## config.mk

```make
export PLATFORM = sky130hd
export DESIGN_NAME = cts_blend
export DESIGN_NICKNAME = d
export VERILOG_FILES = /design/src/cts_pkg.sv /design/src/cts_blend.sv
export SDC_FILE = /design/constraint.sdc
export NUM_CORES = 2
export LEC_CHECK = 0
export BUFFER_PORTS_ARGS = -buffer_cell sky130_fd_sc_hd__buf_4
export CORE_MARGIN = 2
export CORE_UTILIZATION = 30
export CTS_BUF_LIST = sky130_fd_sc_hd__clkbuf_4
export DETAILED_ROUTE_END_ITERATION = 8
export HOLD_SLACK_MARGIN = 0.1
export SLEW_MARGIN = 30
export SYNTH_ARGS = -nofsm -noshare
export SYNTH_HDL_FRONTEND = slang
export SYNTH_SLANG_ARGS = --single-unit
```

## constraint.sdc

```tcl
create_clock -name i_clk -period 10.3 [get_ports i_clk]
set_clock_uncertainty 0.15 [all_clocks]
set_input_delay 1.545 -clock i_clk [delete_from_list [all_inputs] [get_ports i_clk]]
set_output_delay 1.545 -clock i_clk [all_outputs]
set_load 0.05 [all_outputs]
```

## src/cts_pkg.sv

```systemverilog
`timescale 1ns / 1ps

package cts_pkg;

    // datapath geometry
    localparam int STAGES    = 8;
    localparam int SAMPLE_W  = 24;
    localparam int STATE_W   = 40;
    localparam int FRAC_W    = STATE_W - SAMPLE_W;
    localparam int COEF_W    = 25;
    localparam int MIX_W     = 17;
    localparam int CF_W      = COEF_W + 1;
    localparam int COEF_SH   = 24;
    localparam int MIX_SH    = 16;

    // split multiply: low half zero-extended, high half signed
    localparam int LO_W      = STATE_W / 2;
    localparam int OPD_W     = LO_W + 1;
    localparam int PROD_W    = OPD_W + CF_W;
    localparam int ACC_W     = STATE_W + CF_W + 1;
    localparam int MUL_STEPS = 4;
    localparam int SHR_W     = ACC_W - COEF_SH;
    localparam int YW        = ACC_W - MIX_SH;
    localparam int ZW        = YW - FRAC_W;

    localparam int STG_W     = (STAGES > 1) ? $clog2(STAGES) : 1;
    localparam int ADDR_W    = STG_W + 1;
    localparam int MEM_DEPTH = 2 ** ADDR_W;

    localparam int CFG_IDX_W = 3;
    localparam int CFG_W     = COEF_W;

    localparam logic [COEF_W-1:0] COEF_ONE  = COEF_W'(1 << COEF_SH);
    localparam logic [CF_W-1:0]   K0999     = CF_W'(16760439);
    localparam logic [MIX_W-1:0]  WET_ONE   = MIX_W'(1 << MIX_SH);
    localparam logic [MIX_W-1:0]  WET_RESET = MIX_W'(1 << (MIX_SH - 1));
    localparam logic [YW-1:0]     RND_OUT   =
        (FRAC_W > 0) ? (YW'(1) << (FRAC_W - 1)) : '0;

    typedef logic signed [SAMPLE_W-1:0] t_sample;
    typedef logic signed [STATE_W-1:0]  t_state;
    typedef logic signed [CF_W-1:0]     t_coef;
    typedef logic signed [ACC_W-1:0]    t_acc;
    typedef logic [ADDR_W-1:0]          t_addr;

    typedef enum logic [CFG_IDX_W-1:0] {
        REG_ALPHA  = 3'd0,
        REG_BETA   = 3'd1,
        REG_WET    = 3'd2,
        REG_BYPASS = 3'd3,
        REG_MONO   = 3'd4
    } t_reg_idx;

    typedef struct packed {
        logic  en;
        t_addr addr;
    } t_mem_rd;

    typedef struct packed {
        logic   en;
        t_addr  addr;
        t_state prev;
        t_state trend;
    } t_mem_wr;

    typedef struct packed {
        logic   start;
        logic   mix;
        t_state v1;
        t_coef  c1;
        t_state v2;
        t_coef  c2;
    } t_blend_req;

    function automatic t_state sat_state(input logic [SHR_W-1:0] v);
        logic ovf;
        ovf = (v[SHR_W-1:STATE_W-1] != {(SHR_W-STATE_W+1){v[SHR_W-1]}});
        if (!ovf) begin
            sat_state = v[STATE_W-1:0];
        end else if (v[SHR_W-1]) begin
            sat_state = {1'b1, {(STATE_W-1){1'b0}}};
        end else begin
            sat_state = {1'b0, {(STATE_W-1){1'b1}}};
        end
    endfunction

    function automatic t_sample sat_sample(input logic [ZW-1:0] v);
        logic ovf;
        ovf = (v[ZW-1:SAMPLE_W-1] != {(ZW-SAMPLE_W+1){v[ZW-1]}});
        if (!ovf) begin
            sat_sample = v[SAMPLE_W-1:0];
        end else if (v[ZW-1]) begin
            sat_sample = {1'b1, {(SAMPLE_W-1){1'b0}}};
        end else begin
            sat_sample = {1'b0, {(SAMPLE_W-1){1'b1}}};
        end
    endfunction

endpackage

```

## src/cts_blend.sv

```systemverilog
`timescale 1ns / 1ps

module cts_blend (
    input  logic                i_clk,
    input  logic                i_rst_n,
    input  cts_pkg::t_blend_req i_req,
    output logic                o_done,
    output cts_pkg::t_acc       o_acc
);
    import cts_pkg::*;

    t_state                    r_v1;
    t_state                    r_v2;
    t_coef                     r_c1;
    t_coef                     r_c2;
    logic [1:0]                r_k;
    logic                      r_busy;
    logic                      r_pvld;
    logic                      r_plast;
    logic                      r_phi;
    logic                      r_done;
    logic signed [PROD_W-1:0]  r_prod;
    t_acc                      r_acc;

    t_state                    sel_v;
    t_coef                     sel_c;
    logic signed [OPD_W-1:0]   opd;
    logic signed [PROD_W-1:0]  prod;
    t_acc                      addend;
    t_acc                      rnd;

    // step k: bit 1 picks the operand pair, bit 0 the half
    always_comb begin
        sel_v = r_k[1] ? r_v2 : r_v1;
        sel_c = r_k[1] ? r_c2 : r_c1;
        if (r_k[0]) begin
            opd = {{(OPD_W-(STATE_W-LO_W)){sel_v[STATE_W-1]}}, sel_v[STATE_W-1:LO_W]};
        end else begin
            opd = {{(OPD_W-LO_W){1'b0}}, sel_v[LO_W-1:0]};
        end
        prod   = opd * sel_c;
        addend = {{(ACC_W-PROD_W){r_prod[PROD_W-1]}}, r_prod};
        if (r_phi) begin
            addend = addend <<< LO_W;
        end
        rnd = i_req.mix ? (ACC_W'(1) << (MIX_SH - 1)) : (ACC_W'(1) << (COEF_SH - 1));
    end

    always_ff @(posedge i_clk) begin
        if (!i_rst_n) begin
            r_busy  <= 1'b0;
            r_k     <= '0;
            r_pvld  <= 1'b0;
            r_plast <= 1'b0;
            r_done  <= 1'b0;
        end else begin
            if (i_req.start) begin
                r_busy <= 1'b1;
                r_k    <= '0;
            end else if (r_busy) begin
                r_k <= r_k + 2'd1;
                if (r_k == 2'(MUL_STEPS - 1)) begin
                    r_busy <= 1'b0;
                end
            end
            r_pvld  <= r_busy;
            r_plast <= r_busy && (r_k == 2'(MUL_STEPS - 1));
            r_done  <= r_pvld && r_plast;
        end
    end

    always_ff @(posedge i_clk) begin
        if (i_req.start) begin
            r_v1  <= i_req.v1;
            r_v2  <= i_req.v2;
            r_c1  <= i_req.c1;
            r_c2  <= i_req.c2;
            r_acc <= rnd;
        end else if (r_pvld) begin
            r_acc <= r_acc + addend;
        end
        if (r_busy) begin
            r_prod <= prod;
            r_phi  <= r_k[0];
        end
    end

    assign o_done = r_done;
    assign o_acc  = r_acc;

endmodule

```

== Word-level counts from Yosys, hierarchy flattened ==
Cells that the tools add are included.

* Input bits: 136
* Flip-flop bits (word level): 253
* Output and inout bits: 68
* Word-level logic and storage cells: 31

* Multipliers: 1
* Add/sub/neg operators: 2
* Reductions and logical operators: 4
* Multiplexer cells: 10
* Eq/ne operators: 1
* Bitwise gates (word level): 1

{| class="wikitable"
|+ Operators with widths
! operator !! number
|-
| $mux W67 || 2
|-
| $add A67 B67 Y67 || 1
|-
| $mux W66 || 1
|-
| $mul A21 B26 Y47 || 1
|-
| $mux W40 || 1
|-
| $mux W26 || 1
|-
| $mux W24 || 1
|-
| $mux W21 || 1
|-
| $mux W1 || 3
|-
| $add A2 B1 Y2 const B || 1
|-
| $eq A2 B2 Y1 const B || 1
|-
| $logic_and A1 B1 Y1 || 2
|-
| $reduce_bool A2 Y1 || 1
|-
| $reduce_or A2 Y1 || 1
|-
| $not A1 Y1 || 1
|}

== Longest topological paths before layout ==
* Depth in word-level cells: 4
* Depth in mapped cells: 32
* Mapped depth without buffers: 29

== Worst setup path before layout ==
OpenSTA, ideal clock, no wires.

* Kind: reg-to-reg
* From: register r_k[1]
* To: register r_prod[45], data pin
* Stages on the path, launching flop included: 31
* Slack: 1.287 ns
* Arrival: 8.605 ns
* Path buffers: 5
* Clock period less this slack: 9.013 ns
* Setup time: 0.259 ns
* Required time: 9.891 ns
* Path through: dfxtp_1 -> buf_2 -> clkbuf_1 -> buf_1 -> buf_1 -> nand2_1 -> o21ai_1 -> clkbuf_1 -> nor2_1 -> fa_1 -> fa_1 -> inv_1 -> fa_1 -> inv_1 -> fa_1 -> fa_1 -> fa_1 -> inv_1 -> fa_1 -> inv_1 -> ha_1 -> a21oi_1 -> o21ai_1 -> a311o_1 -> or3_1 -> o211a_1 -> a31oi_1 -> o21ai_0 -> a221o_1 -> a311o_1 -> xor2_1

* Longest elaborated chain between the ends: 3
* Elaborated cells on any way between the ends: 4
* Classes of those cells: mul: 1; mux: 3

{| class="wikitable"
|+ RTL lines
! element !! line !! text
|-
| from (decl) || cts_blend.sv:16 || <nowiki>logic [1:0] r_k;</nowiki>
|-
| from (signal assigned) || cts_blend.sv:61 || <nowiki>r_k <= r_k + 2'd1;</nowiki>
|-
| $mux W40 || cts_blend.sv:34 || <nowiki>sel_v = r_k[1] ? r_v2 : r_v1;</nowiki>
|-
| $mux W21 || cts_blend.sv:36 || <nowiki>if (r_k[0]) begin</nowiki>
|-
| $mul A21 B26 Y47 (*) || cts_blend.sv:41 || <nowiki>prod = opd * sel_c;</nowiki>
|-
| named net prod[45] || cts_blend.sv:28 || <nowiki>logic signed [PROD_W-1:0] prod;</nowiki>
|-
| to (signal assigned) || cts_blend.sv:83 || <nowiki>r_prod <= prod;</nowiki>
|-
| to (decl) || cts_blend.sv:22 || <nowiki>logic signed [PROD_W-1:0] r_prod;</nowiki>
|}

Mark *: on every way through the listed nets, which the timed path passes. The rest lies on a longest branch.
A chain may end at the register's enable or synchronous reset.

== Final worst setup path ==
Ends and elaborated chain as after synthesis.

==> run summary <==
Hold WC Path Type -> flop to flop
Reg clk slew, reported paths -> 0.07 ns
hold buffer count at CTS -> 0
GRT Util Overall -> 17.16%
RSZ-0062 raised after global routing -> false
Core ar. -> 0.1084 mm2
max-cap violations -> 0
vias in the first global route -> 25,284
critical path class -> flop to flop
largest net degree at the start of global routing -> 76
Fmax -> 108.9 MHz
Relative slew margins -> 32.36%
RD Place Congestion -> 0.9054
via density per instance -> 4.781
IO Pins -> 204
Die Y -> 333.9 um
Clock Tree Buf Depth -> 3
top_reg_cell synth -> edfxtp_1
Setup-failing EPs final -> 0
grt total ovfl -> 0
Clock Sinks -> 253
startpoint types -> flop
Initial Util -> 30.12%
Final HPWL DP -> 74,320 um
status -> finished clean
final core occ -> 34.15%
Setup Fix Bufs, Post-CTS -> 0
Post-CTS Resized -> 0
Seq/Total Area, Yosys -> 23.08%
post-synth cell types -> 71
Detailed Route WL -> 94,210 um
Mapped Cells -> 3,311
CTS Buf Count -> 71
commonest cells after routing, fill and taps aside -> inv_1, fa_1, nand2_1, nor2_1, buf_4
fin. max-slew vios -> 0
minimum clock period -> 9.181 ns
Post-Route Setup TNS -> 0 ns
1st-pass router iterations -> 6
I/O Buffers -> 203
top post-synthesis cells by area -> fa_1, edfxtp_1, inv_1, ha_1, nand2_1
Initial DRC Count -> 1,735
RR Startpoint -> r_k[1]$_SDFFE_PP0P_
commonest non-fill, non-tap cell in the layout -> inv_1
CP max FO -> 51
setup slack, reg-to-reg -> 1.12 ns
final hold violation count -> 0
antenna-violating nets left -> 0
die area -> 0.1115 mm2
Area growth, synth to finish -> 13.38%
# nets final -> 4,394
post-synthesis async set-or-reset flop share -> 0%
Die W -> 333.9 um
CP required -> 10.69 ns
Worst-Margin Slew -> 0.9863 ns
routed vias -> 23,848
FF+latch count, synth -> 253
clock root buffer -> clkbuf_4
share of cells above drive strength 1 -> 13.22%
CTS tree -> built
Ys Warns -> 0
Crit Reg-Reg Endpoint -> r_prod[45]$_DFFE_PP_
Synth top area share -> 34.03%
antenna violations before repair -> 3
Reg2Reg Depth -> 26
post-synth net total -> 4,190
hold depth -> 1
FP Rows -> 121
CP Data Arrival Time -> 9.57 ns
Post-Syn Area per Cell -> 9.861 um2
Worst-Skew Late Latency -> 0.81 ns
H-tree Lvls -> 3
cell area after synthesis -> 0.03265 mm2
Final period util -> 89.13%
sink of the worst hold path -> o_done$_SDFF_PN0_
first-pass GRT wire length -> 146,300 um
hold path startpoint -> r_plast$_SDFF_PN0_
Worst setup EP type -> flop
number of synthesized flops with an enable pin -> 247
cell taking the most area after synthesis -> fa_1
routed len/inst -> 18.89 um
# DRC -> 0
## cells in the mapped netlist (all sizes together), types with 34 or more instances
| library cell | count |
|---|---|
| mux2 | 66 |
| nor2 | 318 |
| nor2b | 38 |
| inv | 664 |
| xor2 | 35 |
| mux2i | 39 |
| and2 | 34 |
| o21ai | 68 |
| edfxtp | 247 |
| ha | 188 |
| a21o | 53 |
| a21oi | 106 |
| clkbuf | 109 |
| xnor2 | 69 |
| nand2 | 421 |
| nand3 | 38 |
| fa | 555 |
## cell type report
| cell class | count | area, um2 |
|---|---|---|
| fillers | 11167 | 71380 |
| multi-input cells | 2272 | 22210 |
| flip-flops and latches | 253 | 7543 |
| inverters | 665 | 2496 |
| repair buffers | 252 | 1902 |
| well taps | 1414 | 1769 |
| clock buffers | 97 | 728.2 |
| clock inverters | 32 | 360.3 |
| diodes | 3 | 7.507 |
## how the worst max path moves through the flow
stage / startpoint / to / slack [ns] / depth (start not counted)
2_1_floorplan: r_k[1]$_SDFFE_PP0P_ / r_prod[45]$_DFFE_PP_ / 1.29 / 30
3_3_place_gp: r_k[0]$_SDFFE_PP0P_ / r_prod[45]$_DFFE_PP_ / 1.20 / 26
3_5_place_dp: r_k[1]$_SDFFE_PP0P_ / r_prod[45]$_DFFE_PP_ / 1.24 / 26
4_1_cts: r_k[1]$_SDFFE_PP0P_ / r_prod[45]$_DFFE_PP_ / 1.16 / 26
5_1_grt: r_k[0]$_SDFFE_PP0P_ / r_prod[45]$_DFFE_PP_ / 0.68 / 24
6_report: r_k[1]$_SDFFE_PP0P_ / r_prod[45]$_DFFE_PP_ / 1.12 / 26
## worst max-delay path: stages, from the launching register on
cell and delay [ns]:
dfxtp_4 0.35, buf_4 0.54, mux4_2 0.95, nand2_1 0.25, inv_1 0.11, fa_1 0.52
ha_1 0.29, inv_1 0.06, fa_1 0.53, inv_1 0.05, fa_1 0.49, fa_1 0.52
fa_1 0.49, inv_1 0.05, fa_1 0.53, inv_1 0.07, ha_1 0.36, a21oi_1 0.21
a21boi_0 0.11, a311o_1 0.35, or3_1 0.33, o211a_1 0.23, a31oi_1 0.26, o21ai_0 0.15
a221o_1 0.37, a311o_1 0.37, xor2_1 0.14
## state kept, by name (all words and copies together) (netlist names)
signal,count
r_phi,1
r_k,2
r_c2,26
r_v1,40
r_pvld,1
r_plast,1
o_done,1
r_prod,47
o_acc,67
r_busy,1
r_c1,26
r_v2,40
## metal layers
layer	GRT usage, %	share of wire (%)	up-vias
li1	-	-	10913
met1	22.68	43	11819
met2	27.30	45	939
met3	4.123	8.1	175
met4	6.230	3.6	2
met5	0.3040	0.041	-
## per-stage QoR
step,setup WS (ns),cell area (um2),std cells,hold slack [ns]
floorplan,1.287,32650,3311,0.2790
global placement,1.200,35880,4856,0.3213
detailed placement,1.236,35910,4856,0.3297
CTS,1.162,37000,4985,0.3130
global route,0.6827,37010,4986,0.3337
finish,1.119,37020,4988,0.3072
## kinds of logic (layout without fill, tap and decap cells)
kind of cell	after synthesis	in the layout	synth area share, %
other	0	3	0
adder cells (fa/ha/maj)	743	743	41.23
flip-flops	253	253	23.08
buffers and inverters	786	1046	9.040
multiplexers	114	114	4.093
AND/OR/NAND/NOR	943	943	12.24
AO/OA/AOI/OAI	368	368	7.518
XOR/XNOR	104	104	2.790
Power is left out: the tool's default activity adds up to more than one toggle a clock period on the data nets, which glitch-free logic cannot reach.
