==> config.mk <==
export PLATFORM = sky130hd
export DESIGN_NAME = cts_state_mem
export DESIGN_NICKNAME = d
export VERILOG_FILES = /design/src/cts_pkg.sv /design/src/cts_state_mem.sv
export SDC_FILE = /design/constraint.sdc
export NUM_CORES = 1
export LEC_CHECK = 0
export BUFFER_PORTS_ARGS = -buffer_cell sky130_fd_sc_hd__buf_2
export CAP_MARGIN = 15
export CORE_UTILIZATION = 61
export CTS_CLUSTER_SIZE = 24
export DETAILED_ROUTE_END_ITERATION = 8
export PLACE_DENSITY = 0.79
export SLEW_MARGIN = 40
export SYNTH_ARGS = -nofsm -noshare
export SYNTH_HDL_FRONTEND = slang
export SYNTH_SLANG_ARGS = --single-unit
==> constraint.sdc <==
create_clock -name i_clk -period 10.8 [get_ports i_clk]
set_clock_uncertainty 0.15 [all_clocks]
set_input_delay 2.16 -clock i_clk [delete_from_list [all_inputs] [get_ports i_clk]]
set_output_delay 2.16 -clock i_clk [all_outputs]
set_load 0.05 [all_outputs]
==> src/cts_pkg.sv <==
`timescale 1ns / 1ps

package cts_pkg;

    // datapath geometry
    localparam int STAGES    = 8;
    localparam int SAMPLE_W  = 24;
    localparam int STATE_W   = 40;
    localparam int FRAC_W    = STATE_W - SAMPLE_W;
    localparam int COEF_W    = 25;
    localparam int MIX_W     = 17;
    localparam int CF_W      = COEF_W + 1;
    localparam int COEF_SH   = 24;
    localparam int MIX_SH    = 16;

    // split multiply: low half zero-extended, high half signed
    localparam int LO_W      = STATE_W / 2;
    localparam int OPD_W     = LO_W + 1;
    localparam int PROD_W    = OPD_W + CF_W;
    localparam int ACC_W     = STATE_W + CF_W + 1;
    localparam int MUL_STEPS = 4;
    localparam int SHR_W     = ACC_W - COEF_SH;
    localparam int YW        = ACC_W - MIX_SH;
    localparam int ZW        = YW - FRAC_W;

    localparam int STG_W     = (STAGES > 1) ? $clog2(STAGES) : 1;
    localparam int ADDR_W    = STG_W + 1;
    localparam int MEM_DEPTH = 2 ** ADDR_W;

    localparam int CFG_IDX_W = 3;
    localparam int CFG_W     = COEF_W;

    localparam logic [COEF_W-1:0] COEF_ONE  = COEF_W'(1 << COEF_SH);
    localparam logic [CF_W-1:0]   K0999     = CF_W'(16760439);
    localparam logic [MIX_W-1:0]  WET_ONE   = MIX_W'(1 << MIX_SH);
    localparam logic [MIX_W-1:0]  WET_RESET = MIX_W'(1 << (MIX_SH - 1));
    localparam logic [YW-1:0]     RND_OUT   =
        (FRAC_W > 0) ? (YW'(1) << (FRAC_W - 1)) : '0;

    typedef logic signed [SAMPLE_W-1:0] t_sample;
    typedef logic signed [STATE_W-1:0]  t_state;
    typedef logic signed [CF_W-1:0]     t_coef;
    typedef logic signed [ACC_W-1:0]    t_acc;
    typedef logic [ADDR_W-1:0]          t_addr;

    typedef enum logic [CFG_IDX_W-1:0] {
        REG_ALPHA  = 3'd0,
        REG_BETA   = 3'd1,
        REG_WET    = 3'd2,
        REG_BYPASS = 3'd3,
        REG_MONO   = 3'd4
    } t_reg_idx;

    typedef struct packed {
        logic  en;
        t_addr addr;
    } t_mem_rd;

    typedef struct packed {
        logic   en;
        t_addr  addr;
        t_state prev;
        t_state trend;
    } t_mem_wr;

    typedef struct packed {
        logic   start;
        logic   mix;
        t_state v1;
        t_coef  c1;
        t_state v2;
        t_coef  c2;
    } t_blend_req;

    function automatic t_state sat_state(input logic [SHR_W-1:0] v);
        logic ovf;
        ovf = (v[SHR_W-1:STATE_W-1] != {(SHR_W-STATE_W+1){v[SHR_W-1]}});
        if (!ovf) begin
            sat_state = v[STATE_W-1:0];
        end else if (v[SHR_W-1]) begin
            sat_state = {1'b1, {(STATE_W-1){1'b0}}};
        end else begin
            sat_state = {1'b0, {(STATE_W-1){1'b1}}};
        end
    endfunction

    function automatic t_sample sat_sample(input logic [ZW-1:0] v);
        logic ovf;
        ovf = (v[ZW-1:SAMPLE_W-1] != {(ZW-SAMPLE_W+1){v[ZW-1]}});
        if (!ovf) begin
            sat_sample = v[SAMPLE_W-1:0];
        end else if (v[ZW-1]) begin
            sat_sample = {1'b1, {(SAMPLE_W-1){1'b0}}};
        end else begin
            sat_sample = {1'b0, {(SAMPLE_W-1){1'b1}}};
        end
    endfunction

endpackage

==> src/cts_state_mem.sv <==
`timescale 1ns / 1ps

module cts_state_mem (
    input  logic              i_clk,
    input  logic              i_rst_n,
    input  cts_pkg::t_mem_rd  i_rd,
    input  cts_pkg::t_mem_wr  i_wr,
    output cts_pkg::t_state   o_prev,
    output cts_pkg::t_state   o_trend
);
    import cts_pkg::*;

    logic [2*STATE_W-1:0] r_mem [MEM_DEPTH];
    logic [2*STATE_W-1:0] r_rdata;
    logic [MEM_DEPTH-1:0] r_vld;
    logic                 r_rvld;

    always_ff @(posedge i_clk) begin
        if (i_wr.en) begin
            r_mem[i_wr.addr] <= {i_wr.prev, i_wr.trend};
        end
        if (i_rd.en) begin
            r_rdata <= r_mem[i_rd.addr];
        end
    end

    // entries never written read as zero
    always_ff @(posedge i_clk) begin
        if (!i_rst_n) begin
            r_vld  <= '0;
            r_rvld <= 1'b0;
        end else begin
            if (i_wr.en) begin
                r_vld[i_wr.addr] <= 1'b1;
            end
            if (i_rd.en) begin
                r_rvld <= r_vld[i_rd.addr];
            end
        end
    end

    assign o_prev  = r_rvld ? r_rdata[2*STATE_W-1:STATE_W] : '0;
    assign o_trend = r_rvld ? r_rdata[STATE_W-1:0] : '0;

endmodule

# Word level (Yosys, flattened, before mapping)

Memory sizes are Yosys's and may differ from the RTL's. A register that Yosys moved wholly into a read port is not among the register bits.
Cells that the tools add are included.

Bits in registers: 17
RAM bits: 1280
Bits of input ports: 92
Output and inout bits: 80
Word-level logic and storage cells: 16
Memories: 1

Memory list:

| name  | depth | bits a word | rd ports | clocked after memory_dff | write ports | RTL line            | text |
|---|---|---|---|---|---|---|---|
| r_mem | 16    | 80          | 1        | 1                        | 1           | cts_state_mem.sv:13 | `logic [2*STATE_W-1:0] r_mem [MEM_DEPTH];` |

Order comparisons: 3
Mux-type cells: 8
Bitwise gates (word level): 1
Reduce and logical (&&, ||, !) cells: 1

Operators by type and width:

| cell                                                                                 | number |
|---|---|
| 40-bit two-way mux                                                                   | 2 |
| 16-bit bitwise OR                                                                    | 1 |
| 4-bit by 5-bit less-than comparator with 1-bit output (second input constant)        | 2 |
| 1-bit binary-select mux with 4-bit select                                            | 1 |
| 1-bit demux with 4-bit select                                                        | 1 |
| 4-bit by 1-bit greater-or-equal comparator with 1-bit output (second input constant) | 1 |
| 1-bit two-way mux                                                                    | 4 |
| 1-bit logical AND                                                                    | 1 |

# Longest topological paths before layout

Gate-level depths: netlist (run 1).

Depth in word-level cells: 5
Gate-level depth with buffers: 7
Depth with buffers taken out: 4

# Worst setup path before layout (run 1)

No wires, ideal clock.

Kind: input to register
From: input port i_wr[82] (netlist bit)
To: memory r_mem[0][0] (netlist bit) (enable)
Setup time: 0.620 ns
Arrival time: 8.146 ns
Data required time: 10.030 ns
Setup slack: 1.884 ns
Stages: 2
Buffers on the path: 0
Cells stage by stage: or3b_2 nor3_1

RTL lines:

| element            | RTL line            | text |
|---|---|---|
| start: declaration | cts_state_mem.sv:7  | `input cts_pkg::t_mem_wr i_wr,` |
| end: declaration   | cts_state_mem.sv:13 |  |

No word-level cell before the write port.

# Worst setup path in the final report (run 1)

From: register r_rvld
To: output port o_trend[18]

Word-level cells in the longest chain between the ends: 1

Ends and longest elaborated chain:

| element                  | RTL line            | text |
|---|---|---|
| start: declaration       | cts_state_mem.sv:16 | `logic r_rvld;` |
| start signal: assignment | cts_state_mem.sv:37 | `r_rvld <= r_vld[i_rd.addr];` |
| 40-bit two-way mux       | cts_state_mem.sv:43 | `assign o_trend = r_rvld ? r_rdata[STATE_W-1:0] : '0;` |
| end: declaration         | cts_state_mem.sv:9  | `output cts_pkg::t_state o_trend` |

Every way passes these cells.

==> impl_metrics.yaml, run 1 <==
run_status:
  status: "finished, final reports clean"
pwr:
  ir_drop_mv: 0.183
  sw_frac_of_total_pct: 21.2
  p_comb_share_pct: 4.9
  p_int_w: 0.00874
  finalPower_w: 0.0111
  switchingPower_w: 0.00236
  pwr-share-clk_pct: 40.5
  leakage_nw: 18.5
  pwr-share-seq_pct: 54.6
  cellPowerDensity_nw_per_um2: 190
synth:
  ys_seq_area_share_pct: 79.8
  ys_ff_latch: 1377
  synthDistinctLibCells: 23
  syn_nets: 2106
  yosysWarnings: 0
  synth_cells: 2014
  yosys-top-cells-area: "edfxtp_1, mux4_2, and2_1"
  post_synth_instance_area_sq_um: 51600
  synth.largest_area_cell: "edfxtp_1"
  postSynthAreaPerCell_sq_um: 25.6
  synth_top_area_share_pct: 79.1
floorplan:
  die_area_sq_um: 85800
  die_y_microns: 293
  io_pins: 172
  die-width_microns: 293
  rows: 106
  start_util_pct: 61.7
  fp.coreArea_sq_um: 83700
place:
  place_congestion: 0.748
  hpwl_microns: 54000
  dp_slack_ns: 5.40
  post_dp_cell_area_sq_um: 54000
  io_buffers: 171
timing:
  fin_setup_tns_ns: 0
  slew_viol_final: 0
  setup_viol: 0
  fmax_mhz: 196
  postLayoutSetupSlackWorst_ns: 5.70
  post-route-period-util_pct: 47.3
  worstMarginPinSlew_ns: 0.881
  final-hold-violation-count: 0
  rsz0062_at_grt: "false"
  fin_crit_ns: 5.10
  max_slew_margin_pct: 41.3
clock_network:
  clockBufferDepth: 3
  cts-root-buf: "clkbuf_16"
  numClockSinks: 1377
  cts_resized: 0
  htree_levels: 4
  cts_hold_buffers: 0
  clk_pin_slew_ns: 0.06
  tritoncts: "yes"
  cts_setup_buffers: 0
  numCtsBuffers: 131
  clk_latency_ns: 0.73
routing:
  firstDrtPassIters: 5
  antenna_left: 0
  wl_per_cell_microns: 34.6
  viasPerCell: 6.78
  vias: 23900
  drt-initial-drc-count: 3257
  remaining_drc_errors: 0
  finalWirelength_microns: 122000
min_path:
  hold_path_class: "reg -> reg"
grt:
  grt_max_degree: 136
  gr-total-overflow: 0
  met3_usage_pct: 7.28
  grt_usage_pct: 29.2
  antenna_found_initial: 19
  grt_pass1_wl_microns: 173000
  busiest_layer: "met2"
  gr-usage-met1_pct: 38.5
  grt_pass1_vias: 25000
  grt_use_met2_pct: 47.2
cells_and_area:
  final_common_cell: "edfxtp_1"
  layout-drive-gt1-share_pct: 34.5
  nets: 2356
  postLayoutCoreUtil_pct: 69.6
  final_cell_mix: "edfxtp_1, mux4_2, buf_2"
  syn_to_final_growth_pct: 12.9
  num-fill-cells: 4568
  fin_area_sq_um: 58300
worst_setup_path:
  cp.required_ns: 8.49
  crit_path_start_kind: "register"
  worstSetupPathType: "reg -> out"
  worst-path-max-fanout: 43
  worst-endpoint-arrival_ns: 2.79
  end_kind: "output port"
flow_run:
  maxCapViolCount: 0
==> layer usage <==
layer	up-vias	share of wire (%)	wire length, microns
li1	9250	-	-
met1	12700	36	43600
met2	1668	51	61700
met3	232	11	13000
met4	12	2.8	3460
met5	-	0.064	78
==> sequential cells by signal (all words and copies together) (netlist names) <==
signal   flops
r_mem     1280
r_rdata     80
r_rvld       1
r_vld       16
==> logic make-up after synthesis <==
family | synth area share (%)
DFF | 79.8
muxes | 17.6
and+or+nand+nor | 1.24
buffers and inverters | 1.07
AOI/OAI and AO/OA | 0.298
==> worst max-delay path: stages, from the launching register on <==
cell	delay, ns
dfxtp_4	0.69
buf_4	0.66
and2_1	0.36
buf_2	0.32
==> cell type report <==
cell class | instances | area [sq um] | share of cell area, %
multi-input cells | 535 | 10000 | 17.2
flip-flops and latches | 1377 | 41200 | 70.7
clock buffers | 163 | 3430 | 5.89
well taps | 1134 | 1420 | 2.44
clock inverters | 74 | 729 | 1.25
inverters | 1 | 3.75 | 0.00644
repair buffers | 218 | 1450 | 2.48
diodes | 17 | 42.5 | 0.0730
==> stage by stage <==
step	hold WS, ns	std cells
5_1_grt	0.334	3510
3_5_place_dp	0.303	3263
2_1_floorplan	0.285	2014
3_3_place_gp	0.292	3260
6_report	0.329	3519
4_1_cts	0.325	3500
==> worst paths after layout <==
check                             start                    end  slack (ns)  cells after the start
setup / recovery    r_rvld$_SDFFE_PN0P_            o_trend[18]        5.70                      3
hold / removal    r_vld[2]$_SDFFE_PN0P_  r_vld[2]$_SDFFE_PN0P_        0.33                      1
setup reg to reg    r_rvld$_SDFFE_PN0P_    r_rvld$_SDFFE_PN0P_        8.87                      3
hold reg to reg   r_vld[2]$_SDFFE_PN0P_  r_vld[2]$_SDFFE_PN0P_        0.33                      1
==> Yosys cell counts <==
library cell and number:
a32oi_1 1, mux2i_1 4, and2_1 80, mux4_2 402, nor2b_1 1, nand3b_1 3
o211ai_1 1, nand3_1 2, nand2b_1 2, nor3_1 4, o21a_1 16, dfxtp_1 17
clkbuf_1 53, buf_4 20, nand2_1 2, inv_1 1, buf_1 4, nor2_1 14
buf_2 14, a221oi_1 2, buf_6 10, edfxtp_1 1360, or3b_2 1
==> power by group through the flow <==
stage	logic [W]	clock network, W	registers [W]
2_1_floorplan	0.000349	0	0.00615
3_3_place_gp	0.000515	0	0.00615
3_5_place_dp	0.000535	0	0.00616
4_1_cts	0.000547	0.00454	0.00606
5_1_grt	0.000573	0.00472	0.00606
6_report	0.000546	0.00449	0.00606
(Power assumes the default switching activity.)
==> run 2, diff against run 1 <==
Clock period 10.8 ns to 4.8 ns, I/O delays scaled along.
==> run 2 against run 1 <==
  * Count of clock-buffer cells in the layout is 2 lower
  * Utilization is 0.68 points higher
  * Sequential power is 120% higher
  * Combinational power is 130% higher
==> impl_metrics.yaml, run 2 (synthesized netlist as in run 1, its figures left out) <==
run_status:
  status: "finished, final reports clean"
routing:
  firstDrtPassIters: 7
  drt-initial-drc-count: 3617
  antenna_left: 0
  vias: 24600
  finalWirelength_microns: 129000
  viasPerCell: 6.97
  remaining_drc_errors: 0
  wl_per_cell_microns: 36.5
clock_network:
  tritoncts: "yes"
  numCtsBuffers: 134
  numClockSinks: 1377
  clk_latency_ns: 0.74
  cts_resized: 0
  cts_setup_buffers: 0
  clk_pin_slew_ns: 0.06
  cts_hold_buffers: 0
  htree_levels: 4
  clockBufferDepth: 3
  cts-root-buf: "clkbuf_16"
floorplan:
  die_area_sq_um: 85800
  io_pins: 172
  start_util_pct: 61.7
  die_y_microns: 293
  fp.coreArea_sq_um: 83700
  rows: 106
  die-width_microns: 293
cells_and_area:
  reg_top3: "r_mem: 1280 flops, r_rdata: 80 flops, r_vld: 16 flops"
  nets: 2372
  top_register: "r_mem"
  syn_to_final_growth_pct: 14.0
  num-fill-cells: 4407
  instances_no_fill: 3532
  layout-drive-gt1-share_pct: 35.3
  largest_reg_flops: 1280
  final_common_cell: "edfxtp_1"
  fin_area_sq_um: 58800
  final_cell_mix: "edfxtp_1, mux4_2, buf_2"
worst_setup_path:
  end_kind: "output port"
  cp.required_ns: 3.69
  crit_path_start_kind: "register"
  rrSetupSlack_ns: 2.84
  worst-endpoint-arrival_ns: 2.53
  crit_end: "o_prev[39]"
  regToRegEndpoint: "r_rdata[28]$_DFFE_PP_"
  worst-path-max-fanout: 46
  worstSetupPathType: "reg -> out"
  r2r-start: "r_mem[2][28]$_DFFE_PP_"
  ff2ff_path_depth: 2
  worstSetupStartpoint: "r_rvld$_SDFFE_PN0P_"
timing:
  worstMarginPinSlew_ns: 0.828
  setup_viol: 0
  rsz0062_at_grt: "false"
  max_slew_margin_pct: 44.8
  fin_setup_tns_ns: 0
  post-route-period-util_pct: 75.8
  fin_crit_ns: 3.64
  final-hold-violation-count: 0
  slew_viol_final: 0
  fmax_mhz: 275
grt:
  grt_pass1_wl_microns: 181000
  antenna_found_initial: 22
  grt_pass1_vias: 25800
  grt_max_degree: 82
  grt_usage_pct: 30.3
  gr-total-overflow: 0
min_path:
  hold_path_class: "reg -> reg"
  min_path_cells: 1
pwr:
  leakage_nw: 18.8
  finalPower_w: 0.0256
  ir_drop_mv: 0.358
  cellPowerDensity_nw_per_um2: 435
place:
  post_dp_cell_area_sq_um: 54300
  place_congestion: 0.725
  hpwl_microns: 56300
  io_buffers: 171
  placed_cells: 3275
flow_run:
  maxCapViolCount: 0
## run 2: cell count changes in the layout (fill, tap and decap cells not counted), sizes merged
| cell | before | now |
|---|---|---|
| buf | 218 | 230 |
| diode | 17 | 10 |
| bufinv | 9 | 15 |
| clkinv | 53 | 55 |
| clkinvlp | 3 | 5 |
| clkbuf | 163 | 162 |
| inv | 10 | 9 |
## run 2: worst min path at each step
stage	start	slack, ns	end
2_1_floorplan	r_vld[11]$_SDFFE_PN0P_	0.29	r_vld[11]$_SDFFE_PN0P_
3_3_place_gp	r_vld[13]$_SDFFE_PN0P_	0.29	r_vld[13]$_SDFFE_PN0P_
3_5_place_dp	r_vld[5]$_SDFFE_PN0P_	0.30	r_vld[5]$_SDFFE_PN0P_
4_1_cts	r_vld[11]$_SDFFE_PN0P_	0.32	r_vld[11]$_SDFFE_PN0P_
5_1_grt	r_vld[11]$_SDFFE_PN0P_	0.33	r_vld[11]$_SDFFE_PN0P_
6_report	r_vld[11]$_SDFFE_PN0P_	0.32	r_vld[11]$_SDFFE_PN0P_
## run 2: critical path, cell delays in order, from the launching register on
cell and delay (ns):
dfxtp_4 0.84, buf_4 0.42, and2_1 0.25, buf_2 0.29
## run 2: routing by layer
metal,GRT usage [%],up-vias,part of all wire (%)
met2,50.5,1987,52
met4,11.1,18,3.3
met3,6.80,318,10
met5,0,-,0.10
met1,39.7,13000,34
li1,-,9279,-
## run 2: power by group
group | internal [W] | leakage, nW | switching [W]
combinational | 0.000518 | 4.15 | 0.000744
clock | 0.00605 | 2.14 | 0.00463
sequential | 0.0135 | 12.5 | 0.000118
## run 2: layout make-up
type / instances / area, sq um / share of cell area, %
timing repair buffer: 231 / 1770 / 3.00
sequential: 1377 / 41200 / 70.0
antenna: 10 / 25.0 / 0.0425
multi-input combinational: 535 / 10000 / 17.0
tap: 1134 / 1420 / 2.41
inverter: 1 / 3.75 / 0.00638
clock buffer: 161 / 3480 / 5.91
clock inverter: 83 / 925 / 1.57
## run 2: stage by stage
| step | setup slack, ns | hold WS, ns | utilization [%] |
|---|---|---|---|
| CTS | 1.16 | 0.319 | 70.2 |
| floorplan | -0.730 | 0.285 | - |
| detailed placement | 1.27 | 0.304 | 64.9 |
| global route | 1.18 | 0.328 | 70.3 |
| finish | 1.16 | 0.317 | 70.3 |
| global placement | 1.34 | 0.292 | 64.9 |
